==> config.mk <==
export PLATFORM = sky130hd
export DESIGN_NAME = terminal_output_postprocess_flat
export DESIGN_NICKNAME = d
export VERILOG_FILES = /design/src/hdl/tops_pkg.sv /design/src/hdl/tops_if.sv /design/src/hdl/tops_front.sv /design/src/hdl/tops_queue.sv /design/src/hdl/tops_back.sv /design/src/hdl/terminal_output_postprocess.sv /design/src/flat_wrapper.sv
export SDC_FILE = /design/constraint.sdc
export NUM_CORES = 1
export LEC_CHECK = 0
export ABC_AREA = 1
export BUFFER_PORTS_ARGS = -buffer_cell sky130_fd_sc_hd__buf_2
export CAP_MARGIN = 30
export CORE_MARGIN = 4
export CORE_UTILIZATION = 55
export DETAILED_ROUTE_END_ITERATION = 12
export PLACE_DENSITY = 0.73
export SYNTH_ARGS = -nofsm -noshare
export SYNTH_HDL_FRONTEND = slang
export SYNTH_SLANG_ARGS = --single-unit
==> constraint.sdc <==
create_clock -name clk_i -period 3.35 [get_ports clk_i]
set_input_delay 0.335 -clock clk_i [delete_from_list [all_inputs] [get_ports clk_i]]
set_output_delay 0.335 -clock clk_i [all_outputs]
set_load 0.05 [all_outputs]
==> src/hdl/tops_pkg.sv <==
// ----------------------------------------------------------------------------
// Terminal output post-process package
// Shared types and constants: character codes, flag bit positions, register
// indexes and the job record passed from the classifier to the emitter.
// ----------------------------------------------------------------------------
`default_nettype none

package tops_pkg;

  // Configuration port geometry.
  localparam int unsigned CfgIdxW  = 2;
  localparam int unsigned CfgDataW = 6;

  // Depth of the job queue between the front and back parts.
  localparam int unsigned QueueDepth = 2;

  // Register indexes.
  typedef enum logic [CfgIdxW-1:0] {
    REG_OUTPUT_FLAGS = 2'd0,
    REG_ECHO_FLAGS   = 2'd1,
    REG_DISCARD      = 2'd2
  } cfg_reg_e;

  // Input commands.
  typedef enum logic {
    CMD_WRITE = 1'b0,
    CMD_ECHO  = 1'b1
  } cmd_e;

  // Output flag bit positions.
  localparam int unsigned OF_POST   = 0;
  localparam int unsigned OF_NLCRNL = 1;
  localparam int unsigned OF_CRNL   = 2;
  localparam int unsigned OF_NOCR0  = 3;
  localparam int unsigned OF_TABX   = 4;
  localparam int unsigned OF_UPPER  = 5;

  // Echo flag bit positions.
  localparam int unsigned EF_ECHO  = 0;
  localparam int unsigned EF_ECHONL = 1;
  localparam int unsigned EF_CARET = 2;

  // Register reset values.
  localparam logic [5:0] OutputFlagsRst = 6'd3;
  localparam logic [2:0] EchoFlagsRst   = 3'd5;

  // Character codes.
  localparam logic [7:0] CH_BS     = 8'd8;
  localparam logic [7:0] CH_TAB    = 8'd9;
  localparam logic [7:0] CH_LF     = 8'd10;
  localparam logic [7:0] CH_CR     = 8'd13;
  localparam logic [7:0] CH_SPACE  = 8'd32;
  localparam logic [7:0] CH_CARET  = 8'd94;
  localparam logic [7:0] CH_LOW_A  = 8'd97;
  localparam logic [7:0] CH_LOW_Z  = 8'd122;
  localparam logic [7:0] CH_DEL    = 8'd127;
  localparam logic [7:0] CASE_DIFF = 8'd32;
  localparam logic [7:0] CTRL_FLIP = 8'd64;

  // What the back part has to do for one item.
  typedef enum logic [1:0] {
    JOB_ONE    = 2'd0,  // one byte
    JOB_TWO    = 2'd1,  // two bytes in order
    JOB_CR_COL = 2'd2,  // CR unless the column is zero
    JOB_TAB    = 2'd3   // spaces up to the next tab stop
  } job_kind_e;

  typedef struct packed {
    job_kind_e  kind;
    logic [7:0] b0;
    logic [7:0] b1;
  } job_t;

endpackage

`default_nettype wire

==> src/hdl/tops_if.sv <==
// ----------------------------------------------------------------------------
// Terminal output post-process channels
// Valid/ready interfaces for the character input and the byte output.
// ----------------------------------------------------------------------------
`default_nettype none

interface tops_in_if;
  logic       valid;
  logic       ready;
  logic       command;
  logic [7:0] char_in;

  modport source (output valid, command, char_in, input ready);
  modport sink   (input valid, command, char_in, output ready);
endinterface

interface tops_out_if;
  logic       valid;
  logic       ready;
  logic [7:0] out_char;
  logic       last;

  modport source (output valid, out_char, last, input ready);
  modport sink   (input valid, out_char, last, output ready);
endinterface

`default_nettype wire

==> src/hdl/tops_front.sv <==
// ----------------------------------------------------------------------------
// Terminal output post-process front end
// Holds the configuration registers, accepts items and turns each one into
// a job for the emitter, or into nothing when it produces no output.
// ----------------------------------------------------------------------------
`default_nettype none

module tops_front (
  input  wire                          clk_i,
  input  wire                          rst_ni,
  input  wire                          cfg_we_i,
  input  wire [tops_pkg::CfgIdxW-1:0]  cfg_idx_i,
  input  wire [tops_pkg::CfgDataW-1:0] cfg_data_i,
  tops_in_if.sink                      in_i,
  input  wire                          q_full_i,
  output logic                         push_o,
  output tops_pkg::job_t               job_o
);

  logic [5:0] oflags_q;
  logic [2:0] eflags_q;
  logic       discard_q;

  // Configuration registers.
  always_ff @(posedge clk_i or negedge rst_ni) begin
    if (!rst_ni) begin
      oflags_q  <= tops_pkg::OutputFlagsRst;
      eflags_q  <= tops_pkg::EchoFlagsRst;
      discard_q <= 1'b0;
    end else if (cfg_we_i) begin
      case (tops_pkg::cfg_reg_e'(cfg_idx_i))
        tops_pkg::REG_OUTPUT_FLAGS: oflags_q  <= cfg_data_i[5:0];
        tops_pkg::REG_ECHO_FLAGS:   eflags_q  <= cfg_data_i[2:0];
        tops_pkg::REG_DISCARD:      discard_q <= cfg_data_i[0];
        default: ;
      endcase
    end
  end

  logic           has_job;
  logic           do_write;
  logic [7:0]     wc;
  tops_pkg::job_t job;

  // Classify the item: echo decisions first, then write post-processing.
  always_comb begin
    has_job  = 1'b0;
    do_write = 1'b0;
    wc       = in_i.char_in;
    job.kind = tops_pkg::JOB_ONE;
    job.b0   = in_i.char_in;
    job.b1   = tops_pkg::CH_LF;

    if (tops_pkg::cmd_e'(in_i.command) == tops_pkg::CMD_WRITE) begin
      do_write = 1'b1;
    end else if (!eflags_q[tops_pkg::EF_ECHO]) begin
      do_write = (in_i.char_in == tops_pkg::CH_LF) && eflags_q[tops_pkg::EF_ECHONL];
    end else if (in_i.char_in == tops_pkg::CH_LF || in_i.char_in == tops_pkg::CH_TAB) begin
      do_write = 1'b1;
    end else if (in_i.char_in < tops_pkg::CH_SPACE || in_i.char_in == tops_pkg::CH_DEL) begin
      // Caret notation: both bytes pass write handling unchanged.
      if (eflags_q[tops_pkg::EF_CARET]) begin
        has_job  = !discard_q;
        job.kind = tops_pkg::JOB_TWO;
        job.b0   = tops_pkg::CH_CARET;
        job.b1   = in_i.char_in ^ tops_pkg::CTRL_FLIP;
      end
    end else begin
      do_write = 1'b1;
    end

    if (do_write && !discard_q) begin
      has_job = 1'b1;
      job.b0  = wc;
      if (oflags_q[tops_pkg::OF_POST]) begin
        if (wc == tops_pkg::CH_LF) begin
          if (oflags_q[tops_pkg::OF_NLCRNL]) begin
            job.kind = tops_pkg::JOB_TWO;
            job.b0   = tops_pkg::CH_CR;
          end
        end else if (wc == tops_pkg::CH_CR) begin
          if (oflags_q[tops_pkg::OF_CRNL]) begin
            job.b0 = tops_pkg::CH_LF;
          end else if (oflags_q[tops_pkg::OF_NOCR0]) begin
            job.kind = tops_pkg::JOB_CR_COL;
          end
        end else if (wc == tops_pkg::CH_TAB && oflags_q[tops_pkg::OF_TABX]) begin
          job.kind = tops_pkg::JOB_TAB;
        end else if (oflags_q[tops_pkg::OF_UPPER] && wc >= tops_pkg::CH_LOW_A &&
                     wc <= tops_pkg::CH_LOW_Z) begin
          job.b0 = wc - tops_pkg::CASE_DIFF;
        end
      end
    end
  end

  assign in_i.ready = !q_full_i;
  assign push_o     = in_i.valid && !q_full_i && has_job;
  assign job_o      = job;

endmodule

`default_nettype wire

==> src/hdl/tops_queue.sv <==
// ----------------------------------------------------------------------------
// Terminal output post-process job queue
// Short FIFO that decouples the classifier from the byte emitter.
// ----------------------------------------------------------------------------
`default_nettype none

module tops_queue (
  input  wire            clk_i,
  input  wire            rst_ni,
  input  wire            push_i,
  input  tops_pkg::job_t job_i,
  output logic           full_o,
  output logic           valid_o,
  output tops_pkg::job_t job_o,
  input  wire            pop_i
);

  localparam int unsigned PtrW = $clog2(tops_pkg::QueueDepth);
  localparam int unsigned CntW = $clog2(tops_pkg::QueueDepth + 1);

  tops_pkg::job_t slot_q [tops_pkg::QueueDepth];
  logic [PtrW-1:0] wr_ptr_q, wr_ptr_d;
  logic [PtrW-1:0] rd_ptr_q, rd_ptr_d;
  logic [CntW-1:0] count_q, count_d;

  // Pointer and fill count update.
  always_comb begin
    wr_ptr_d = wr_ptr_q;
    rd_ptr_d = rd_ptr_q;
    count_d  = count_q;
    if (push_i) begin
      wr_ptr_d = (wr_ptr_q == PtrW'(tops_pkg::QueueDepth - 1)) ? '0 : wr_ptr_q + 1'b1;
    end
    if (pop_i) begin
      rd_ptr_d = (rd_ptr_q == PtrW'(tops_pkg::QueueDepth - 1)) ? '0 : rd_ptr_q + 1'b1;
    end
    if (push_i && !pop_i) begin
      count_d = count_q + 1'b1;
    end else if (pop_i && !push_i) begin
      count_d = count_q - 1'b1;
    end
  end

  always_ff @(posedge clk_i or negedge rst_ni) begin
    if (!rst_ni) begin
      wr_ptr_q <= '0;
      rd_ptr_q <= '0;
      count_q  <= '0;
    end else begin
      wr_ptr_q <= wr_ptr_d;
      rd_ptr_q <= rd_ptr_d;
      count_q  <= count_d;
    end
  end

  // Job storage.
  always_ff @(posedge clk_i) begin
    if (push_i) begin
      slot_q[wr_ptr_q] <= job_i;
    end
  end

  assign full_o  = (count_q == CntW'(tops_pkg::QueueDepth));
  assign valid_o = (count_q != '0);
  assign job_o   = slot_q[rd_ptr_q];

`ifndef NO_ASSERTIONS
  a_count_bound: assert property (@(posedge clk_i) disable iff (!rst_ni)
    count_q <= CntW'(tops_pkg::QueueDepth))
    else $error("job queue fill count out of range");

  a_no_overflow: assert property (@(posedge clk_i) disable iff (!rst_ni)
    push_i |-> !full_o)
    else $error("job pushed into a full queue");

  a_no_underflow: assert property (@(posedge clk_i) disable iff (!rst_ni)
    pop_i |-> valid_o)
    else $error("job popped from an empty queue");
`endif

endmodule

`default_nettype wire

==> src/hdl/tops_back.sv <==
// ----------------------------------------------------------------------------
// Terminal output post-process emitter
// Runs one job at a time, sends one byte per cycle into the output register
// while the receiver keeps up, and keeps the terminal column up to date.
// ----------------------------------------------------------------------------
`default_nettype none

module tops_back #(
  parameter int unsigned COLUMN_BITS = 8
) (
  input  wire            clk_i,
  input  wire            rst_ni,
  input  wire            q_valid_i,
  input  tops_pkg::job_t q_job_i,
  output logic           pop_o,
  tops_out_if.source     out_o
);

  localparam logic [COLUMN_BITS-1:0] TabStep = COLUMN_BITS'(8);
  localparam logic [COLUMN_BITS-1:0] TabMask = ~(COLUMN_BITS'(7));

  // Column after one byte goes to the terminal.
  function automatic logic [COLUMN_BITS-1:0] next_col(logic [COLUMN_BITS-1:0] col,
                                                      logic [7:0] b);
    logic [COLUMN_BITS-1:0] r;
    r = col;
    if (b == tops_pkg::CH_LF || b == tops_pkg::CH_CR) begin
      r = '0;
    end else if (b == tops_pkg::CH_TAB) begin
      r = (col + TabStep) & TabMask;
    end else if (b == tops_pkg::CH_BS) begin
      if (col != '0) begin
        r = col - 1'b1;
      end
    end else if (b >= tops_pkg::CH_SPACE) begin
      r = col + 1'b1;
    end
    return r;
  endfunction

  logic                   active_q;
  logic                   idx_q, idx_d;
  tops_pkg::job_t         job_q;
  logic [COLUMN_BITS-1:0] col_q, col_d;
  logic                   out_valid_q;
  logic [7:0]             out_char_q;
  logic                   out_last_q;

  logic       can_emit;
  logic       emit;
  logic       skip;
  logic       finish;
  logic [7:0] cur_byte;
  logic       cur_last;

  // Select the next byte of the current job.
  always_comb begin
    can_emit = !out_valid_q || out_o.ready;
    emit     = 1'b0;
    skip     = 1'b0;
    cur_byte = job_q.b0;
    cur_last = 1'b1;
    if (active_q) begin
      case (job_q.kind)
        tops_pkg::JOB_ONE: begin
          emit = can_emit;
        end
        tops_pkg::JOB_TWO: begin
          cur_byte = idx_q ? job_q.b1 : job_q.b0;
          cur_last = idx_q;
          emit     = can_emit;
        end
        tops_pkg::JOB_CR_COL: begin
          cur_byte = tops_pkg::CH_CR;
          if (col_q == '0) begin
            skip = 1'b1;
          end else begin
            emit = can_emit;
          end
        end
        tops_pkg::JOB_TAB: begin
          cur_byte = tops_pkg::CH_SPACE;
          cur_last = (col_q[2:0] == 3'b111);
          emit     = can_emit;
        end
        default: ;
      endcase
    end
    finish = skip || (emit && cur_last);
    pop_o  = q_valid_i && (!active_q || finish);
    col_d  = emit ? next_col(col_q, cur_byte) : col_q;
    idx_d  = pop_o ? 1'b0 : ((emit && !cur_last && job_q.kind == tops_pkg::JOB_TWO) | idx_q);
  end

  // Job control, column and output register.
  always_ff @(posedge clk_i or negedge rst_ni) begin
    if (!rst_ni) begin
      active_q    <= 1'b0;
      idx_q       <= 1'b0;
      col_q       <= '0;
      out_valid_q <= 1'b0;
    end else begin
      if (pop_o) begin
        active_q <= 1'b1;
      end else if (finish) begin
        active_q <= 1'b0;
      end
      idx_q <= idx_d;
      col_q <= col_d;
      if (emit) begin
        out_valid_q <= 1'b1;
      end else if (out_o.ready) begin
        out_valid_q <= 1'b0;
      end
    end
  end

  // Job and output payload.
  always_ff @(posedge clk_i) begin
    if (pop_o) begin
      job_q <= q_job_i;
    end
    if (emit) begin
      out_char_q <= cur_byte;
      out_last_q <= cur_last;
    end
  end

  assign out_o.valid    = out_valid_q;
  assign out_o.out_char = out_char_q;
  assign out_o.last     = out_last_q;

`ifndef NO_ASSERTIONS
  a_tab_stop: assert property (@(posedge clk_i) disable iff (!rst_ni)
    (active_q && job_q.kind == tops_pkg::JOB_TAB && emit && cur_last) |=> (col_q[2:0] == 3'b000))
    else $error("tab expansion did not end on a tab stop");

  a_second_byte: assert property (@(posedge clk_i) disable iff (!rst_ni)
    (active_q && idx_q) |-> (job_q.kind == tops_pkg::JOB_TWO))
    else $error("second byte selected for a job without one");

  a_no_emit_blocked: assert property (@(posedge clk_i) disable iff (!rst_ni)
    (out_valid_q && !out_o.ready) |-> !emit)
    else $error("byte emitted over an untaken item");
`endif

endmodule

`default_nettype wire

==> src/hdl/terminal_output_postprocess.sv <==
// ----------------------------------------------------------------------------
// Terminal output post-process, top level
// Each input item is a character to write or to echo; the block sends the
// resulting terminal bytes, one item per byte, the final one marked by last.
//
// in_i carries command and char_in, out_o carries out_char and last; both use
// valid/ready and an item moves when both are high. Configuration registers
// (output flags, echo flags, discard) are written through cfg_we_i, cfg_idx_i
// and cfg_data_i; the user must do so while the block is idle (unenforced).
// An input item yields zero to eight output items. Each job passes through the
// queue and the emitter's job register, and each byte through the output
// register. The emitter sends one byte per cycle while the receiver keeps up,
// and a job sends up to eight bytes (eight for a tab expanded at a tab stop).
// Items the classifier drops take no emitter time; a CR dropped at column zero
// still passes the emitter. A two-entry job queue lets new input items be taken
// while the emitter works or the receiver stalls; a stalled receiver holds
// the output register and backs up the queue, then the input.
// Reset sets the column to zero, output flags to 3, echo flags to 5 and
// discard off, and empties the queue.
// ----------------------------------------------------------------------------
`default_nettype none

module terminal_output_postprocess #(
  parameter int unsigned COLUMN_BITS = 8
) (
  input  wire                          clk_i,
  input  wire                          rst_ni,
  input  wire                          cfg_we_i,
  input  wire [tops_pkg::CfgIdxW-1:0]  cfg_idx_i,
  input  wire [tops_pkg::CfgDataW-1:0] cfg_data_i,
  tops_in_if.sink                      in_i,
  tops_out_if.source                   out_o
);

  logic           push;
  logic           pop;
  logic           q_full;
  logic           q_valid;
  tops_pkg::job_t push_job;
  tops_pkg::job_t head_job;

  // Classifier and configuration.
  tops_front u_front (
    .clk_i      (clk_i),
    .rst_ni     (rst_ni),
    .cfg_we_i   (cfg_we_i),
    .cfg_idx_i  (cfg_idx_i),
    .cfg_data_i (cfg_data_i),
    .in_i       (in_i),
    .q_full_i   (q_full),
    .push_o     (push),
    .job_o      (push_job)
  );

  // Job queue.
  tops_queue u_queue (
    .clk_i   (clk_i),
    .rst_ni  (rst_ni),
    .push_i  (push),
    .job_i   (push_job),
    .full_o  (q_full),
    .valid_o (q_valid),
    .job_o   (head_job),
    .pop_i   (pop)
  );

  // Byte emitter with column tracking.
  tops_back #(
    .COLUMN_BITS (COLUMN_BITS)
  ) u_back (
    .clk_i     (clk_i),
    .rst_ni    (rst_ni),
    .q_valid_i (q_valid),
    .q_job_i   (head_job),
    .pop_o     (pop),
    .out_o     (out_o)
  );

endmodule

`default_nettype wire

==> src/flat_wrapper.sv <==
// flat-port wrapper written by rule: the top's interface ports become plain ports
module terminal_output_postprocess_flat 
#(
  parameter int unsigned COLUMN_BITS = 8
)
  (clk_i, rst_ni, cfg_we_i, cfg_idx_i, cfg_data_i, in_i_valid, in_i_command, in_i_char_in, in_i_ready, out_o_valid, out_o_out_char, out_o_last, out_o_ready);
  tops_in_if in_i_i ();
  tops_out_if out_o_i ();
  input  wire clk_i;
  input  wire rst_ni;
  input  wire cfg_we_i;
  input  wire [tops_pkg::CfgIdxW-1:0] cfg_idx_i;
  input  wire [tops_pkg::CfgDataW-1:0] cfg_data_i;
  input wire logic [$bits(in_i_i.valid)-1:0] in_i_valid;
  input wire logic [$bits(in_i_i.command)-1:0] in_i_command;
  input wire logic [$bits(in_i_i.char_in)-1:0] in_i_char_in;
  output wire logic [$bits(in_i_i.ready)-1:0] in_i_ready;
  output wire logic [$bits(out_o_i.valid)-1:0] out_o_valid;
  output wire logic [$bits(out_o_i.out_char)-1:0] out_o_out_char;
  output wire logic [$bits(out_o_i.last)-1:0] out_o_last;
  input wire logic [$bits(out_o_i.ready)-1:0] out_o_ready;
  assign in_i_i.valid = in_i_valid;
  assign in_i_i.command = in_i_command;
  assign in_i_i.char_in = in_i_char_in;
  assign in_i_ready = in_i_i.ready;
  assign out_o_valid = out_o_i.valid;
  assign out_o_out_char = out_o_i.out_char;
  assign out_o_last = out_o_i.last;
  assign out_o_i.ready = out_o_ready;
  terminal_output_postprocess #(.COLUMN_BITS(COLUMN_BITS)) u_core (.clk_i(clk_i), .rst_ni(rst_ni), .cfg_we_i(cfg_we_i), .cfg_idx_i(cfg_idx_i), .cfg_data_i(cfg_data_i), .in_i(in_i_i), .out_o(out_o_i));
endmodule
[After elaboration in Yosys (flattened, before gate mapping)]
Memories as Yosys holds them, arrays and structs flattened. A register that Yosys moved wholly into a read port is not among the register bits.
Cells that the tools add are included.
Storage, ports and cells
  output and inout bits: 11
  input port bits: 22
  memories kept: 1
  memory bits (writable): 36
  register bits after elaboration: 34
  logic and storage cells: 136
Operators by class
  muxes and demuxes: 53
  bitwise logic cells: 2
  reduce and logical (&&, ||, !) cells: 40
  add/sub/neg operators: 8
  equality and inequality tests: 16
  magnitude comparators: 4
Memories
  u_core.u_queue.slot_q: words 2, width 18, read ports 1, clocked after Yosys merged registers in 1, wr ports 1, RTL line tops_queue.sv:21  | tops_pkg::job_t slot_q [tops_pkg::QueueDepth];
Operators with widths (number)
  two-way mux 17 bit: 5
  two-way mux 8 bit: 10
  == test 8 x 4 -> 1 bit, second input constant: 7
  two-way mux 10 bit: 5
  two-way mux 1 bit: 25
  one-hot mux 8 bit (3 select lines): 1
  logical AND 1 bit: 13
  two-way mux 2 bit: 5
  adder 8 x 1 -> 8 bit, second input constant: 1
  adder 8 x 4 -> 8 bit, second input constant: 1
  == test 2 bit, second input constant: 4
  == test 8 x 7 -> 1 bit, second input constant: 1
  >= comparator 8 x 6 -> 1 bit, second input constant: 1
  >= comparator 8 x 7 -> 1 bit, second input constant: 1
  <= comparator 8 x 7 -> 1 bit, second input constant: 1
  logical NOT 8 bit: 1
  less-than comparator 8 x 6 -> 1 bit, second input constant: 1
  nonzero test 2 bit: 4
  nonzero test 8 bit: 1
  subtractor 8 x 1 -> 8 bit, second input constant: 1
  subtractor 8 x 6 -> 8 bit, second input constant: 1
  logical NOT 1 bit: 7
  logical OR 1 bit: 6
  AND reduction 2 bit: 3
  other kinds (13): 17

[Longest topological paths before layout]
  word-level depth: 13
  gate-level depth with buffers: 24
  depth with buffers taken out: 23

[By module]
From an unflattened synthesis, not the netlist that was laid out.
Second synthesis, totals
  cell total of the unflattened synthesis: 491
  area, all modules: 4857.2 um2
Modules (own cells, without submodules)
  tops_back: instances 1, area an instance 2250.9 um2, cells an instance 246, seq. area each 1086.0 um2
  tops_queue: instances 1, area an instance 1555.2 um2, cells an instance 81, seq. area each 1181.1 um2
  tops_front: instances 1, area an instance 1051.0 um2, cells an instance 164, seq. area each 255.2 um2

[Worst setup path before layout]
No wires, ideal clock.
  path type: flip-flop to flip-flop
  start point: register u_core.u_back.job_q[16] (netlist name)
  end point: register u_core.u_back.col_q[7]
  data required time: 3233 ps
  buffers on the path: 0
  setup time: 117 ps
  setup slack: 781 ps
  clock period less this slack: 2569 ps
  arrival time: 2452 ps
  stages on the path, launching flop included: 22
  cells stage by stage: edfxtp_1 nand2_2 nor2_4 nand2_1 nand2_2 inv_2 nand2_1 nor2_2 nand3_1 inv_1 ha_1 a21o_1 nand2_1 nand3_1 nand2_1 nand2_1 o21ai_0 inv_1 nand3_1 nand3_1 nand3_1 nand2_1
Between the ends
  longest elaborated chain between the ends: 7
  elaborated cells between the ends (all ways): 21
  classes of those cells: 1 x order compare; 8 x eq/ne; 7 x mux; 5 x reduce/logical
Ends and longest elaborated chain
  == test 2 bit / == test 2 x 1 -> 1 bit (equally long branches): RTL line tops_back.sv:64  | case (job_q.kind)
  one-hot mux 8 bit (3 select lines) *: RTL line tops_back.sv:64
  two-way mux 8 bit *: RTL line tops_back.sv:63  | if (active_q) begin
  named net u_core.u_back.cur_byte[7]: RTL line tops_back.sv:53  | logic [7:0] cur_byte;
  parallel branches: the longest is 4 deep, another holds >= comparator 8 x 6 -> 1 bit
  end signal, assigned: RTL line tops_back.sv:109  | col_q <= col_d;
  end, declared: RTL line tops_back.sv:44  | logic [COLUMN_BITS-1:0] col_q, col_d;
Mark *: on every way through the listed nets, which the timed path passes.
A chain may end at the register's enable or synchronous reset.

[Final worst setup path]
  start point: register u_core.u_back.job_q[16] (netlist name)
  end point: register u_core.u_back.col_q[6]
Between the ends
  longest elaborated chain between the ends: 7
  elaborated cells between the ends (all ways): 21
  classes of those cells: 1 x order compare; 8 x eq/ne; 7 x mux; 5 x reduce/logical
Ends and longest elaborated chain (RTL line)
  == test 2 bit / == test 2 x 1 -> 1 bit (equally long branches): tops_back.sv:64
  one-hot mux 8 bit (3 select lines) *: tops_back.sv:64
  two-way mux 8 bit *: tops_back.sv:63
  named net u_core.u_back.cur_byte[6]: tops_back.sv:53
  parallel branches: the longest is 4 deep, another holds >= comparator 8 x 6 -> 1 bit
Marked as above.

==> impl_metrics.json <==
{
  "status": "completed",
  "clk_pin_slew_ps": 90,
  "drive_gt1_share_pct": 16.4,
  "power.leakage_nw": 2.39,
  "antenna_found_initial": 0,
  "layout_min_cycle_time_ps": 2950,
  "synth_most_common_cell": "nand2_1",
  "async_flop_share_pct": 28.4,
  "cts_sinks": 88,
  "wl_met1_um": 3800,
  "h-tree-depth": 3,
  "holdPathStages": 2,
  "r2r-start": "u_core.u_back.job_q[16]",
  "grt_pass1_vias": 3302,
  "cp-endpoint": "u_core.u_back.col_q[6]",
  "synth-edff-count": 63,
  "final.setup.tns_ps": 0,
  "finalCritPeriodShare_pct": 88.0,
  "stdcell_area_um2": 5020,
  "vias": 3330,
  "area_growth_pct": 11.7,
  "port_buffers": 32,
  "synth.yosys.seq_area_share_pct": 56.1,
  "cts_tree": "done",
  "ys_types": 40,
  "irDropWorstVdd_mv": 0.342,
  "dpl.cell_count": 627,
  "grt_usage_pct": 18.7,
  "fmax_mhz": 339,
  "whs_ps": 174,
  "regToRegSetupSlack_ps": 400,
  "wl_met2_um": 4220,
  "cp.arrival_ps": 3220,
  "power_density_nw_per_um2": 910,
  "slew_violations": 0,
  "grt_max_degree": 26,
  "maxUsedRoutingLayer": "met4",
  "final_core_util_pct": 64.0,
  "insertion_delay_ps": 350,
  "worst_pin_slew_ps": 639,
  "ant_nets": 0,
  "synth_area_um2": 4490,
  "dp_slack_ps": 431,
  "ff2ff_path_depth": 19,
  "crit_required_ps": 3620,
  "place.detailed.hpwl_um": 6430,
  "num_io_pins": 33,
  "worstPathMaxFanout": 7,
  "synth_flop_cell": "edfxtp_1",
  "start_util_pct": 57.3,
  "drtPass1Iterations": 4,
  "synth_top_area_cell": "edfxtp_1",
  "placed_area_um2": 4800,
  "gp_congestion": 0.908,
  "die_y_um": 98.4,
  "layout.nets": 569,
  "syn_inst": 492,
  "yosys_warnings": 0,
  "die_area_um2": 9680,
  "grt_pass1_wl_um": 14600,
  "r2r-end": "u_core.u_back.col_q[6]",
  "synthTopCellsByArea": "edfxtp_1 (42%), nand2_1 (13%), dfrtp_1 (12%)",
  "start_kind": "register",
  "ys_seq_elements": 88,
  "relSlewSlack_pct": 57.4,
  "route.detailed.drc": 0,
  "drtIter0Drc": 172,
  "avgSynthCellArea_um2": 9.13,
  "rsz0062_at_grt": "false",
  "chipWidth_um": 98.4,
  "wl_per_cell_um": 13.3,
  "power.total_mw": 4.57,
  "instances_no_fill": 644,
  "rows": 32,
  "antenna_cells": 0,
  "fin_worst_skew_ps": 10.1,
  "criticalPathCategory": "reg2reg",
  "setup_viol": 0,
  "hp-class": "in2reg",
  "gr-total-overflow": 0,
  "cts_buffers": 9,
  "wl_um": 8560,
  "routed_via_density": 5.17,
  "crit_path_start": "u_core.u_back.job_q[16]",
  "cts_buffer_depth": 2,
  "route.met3.wl_um": 331,
  "ys_top_cells_by_count": "nand2_1 (160), edfxtp_1 (63), inv_1 (55)",
  "post-cts-setup-buffer-count": 0,
  "core_area_um2": 7850,
  "maxCapViolations": 0,
  "layout_setup_ws_ps": 401,
  "hold_violations": 0,
  "synth_top_area_share_pct": 42.1,
  "worstSetupEndpointType": "register",
  "cts_root_buffer": "clkbuf_8"
}
## critical path, cell delays in order (launching register included)
cell and delay, ps:
edfxtp_1 500, nand2_2 150, nor2_4 60, nand2_1 100
nand2_2 70, inv_1 50, nand2_1 70, nor2_2 220
nand3_1 150, inv_1 230, ha_1 320, a21oi_1 190
nand2_1 110, nand2_1 70, a21oi_1 70, o21ai_0 140
nand3_1 100, nand2_1 80, nand2_1 50, o21ai_1 140
## repair_timing
action / 4_1_cts / 5_1_grt
endpoints found under the setup margin: 0 / 1
hold buffers: 1 / 0
endpoints found under the hold margin: 21 / 0
gates resized for setup: 0 / 1
## registers in the layout, summed over array words and instances, names as in the netlist, 2 cells and up
register,cells
u_core.u_back.col_q,8
u_core.u_queue.count_q,2
u_core.u_back.job_q,18
u_core.u_front.oflags_q,6
u_core.u_back.out_o.out_char,8
u_core.u_front.eflags_q,3
u_core.u_queue.slot_q,36
## cell families (layout without fill, tap and decap cells)
| family | count (synthesis) | after routing | share of synthesized area (%) |
|---|---|---|---|
| other | 1 | 2 | 0.0834 |
| buffers and inverters | 66 | 115 | 5.60 |
| and+or+nand+nor | 259 | 259 | 25.4 |
| AOI/OAI and AO/OA | 54 | 54 | 6.93 |
| adders and majority gates | 10 | 10 | 2.95 |
| muxes | 3 | 3 | 0.752 |
| DFF | 88 | 88 | 56.1 |
| xor gates and xnor gates | 11 | 11 | 2.14 |
## where the power goes
group | switching (mW) | total, mW | internal [mW]
sequential | 0.194 | 1.82 | 1.63
clock | 0.368 | 0.786 | 0.418
combinational | 1.39 | 1.96 | 0.566
total | 1.95 | 4.57 | 2.61
## cells in the final DEF (no fill, tap or decap), types with 6 or more instances in the layout
cell type  instances
edfxtp_1          63
nand2_2           10
nand4_1            6
inv_1             55
nor2_1            33
a21oi_1           12
nand3_1           33
inv_2              7
buf_2             32
nand2_1          160
dfrtp_1           20
ha_1               9
o21ai_0           23
clkbuf_8           9
xor2_1             8
## layer usage
layer,up-vias,global-route usage [%]
met1,1531,23.1
met2,76,32.1
met3,19,2.64
met5,-,0
li1,1704,-
met4,0,8.93
## final cells by class
cell class              instances  area (um^2)
repair buffers                 37          200
well taps                     102          128
clock inverters                 6         85.1
multi-input cells             339         1720
clock buffers                  10          128
flip-flops and latches         88         2520
fillers                       657         2830
inverters                      62          233
## worst min path at each step
stage,from,to,slack [ps]
2_1_floorplan,rst_ni,u_core.u_back.active_q,40
6_report,out_o_ready,u_core.u_back.out_o.valid,170
3_5_place_dp,rst_ni,u_core.u_back.col_q[5],370
3_3_place_gp,rst_ni,u_core.u_back.col_q[6],370
4_1_cts,out_o_ready,u_core.u_back.out_o.valid,160
5_1_grt,out_o_ready,u_core.u_back.out_o.valid,170
Note: power is estimated with default switching activity, not from simulation.
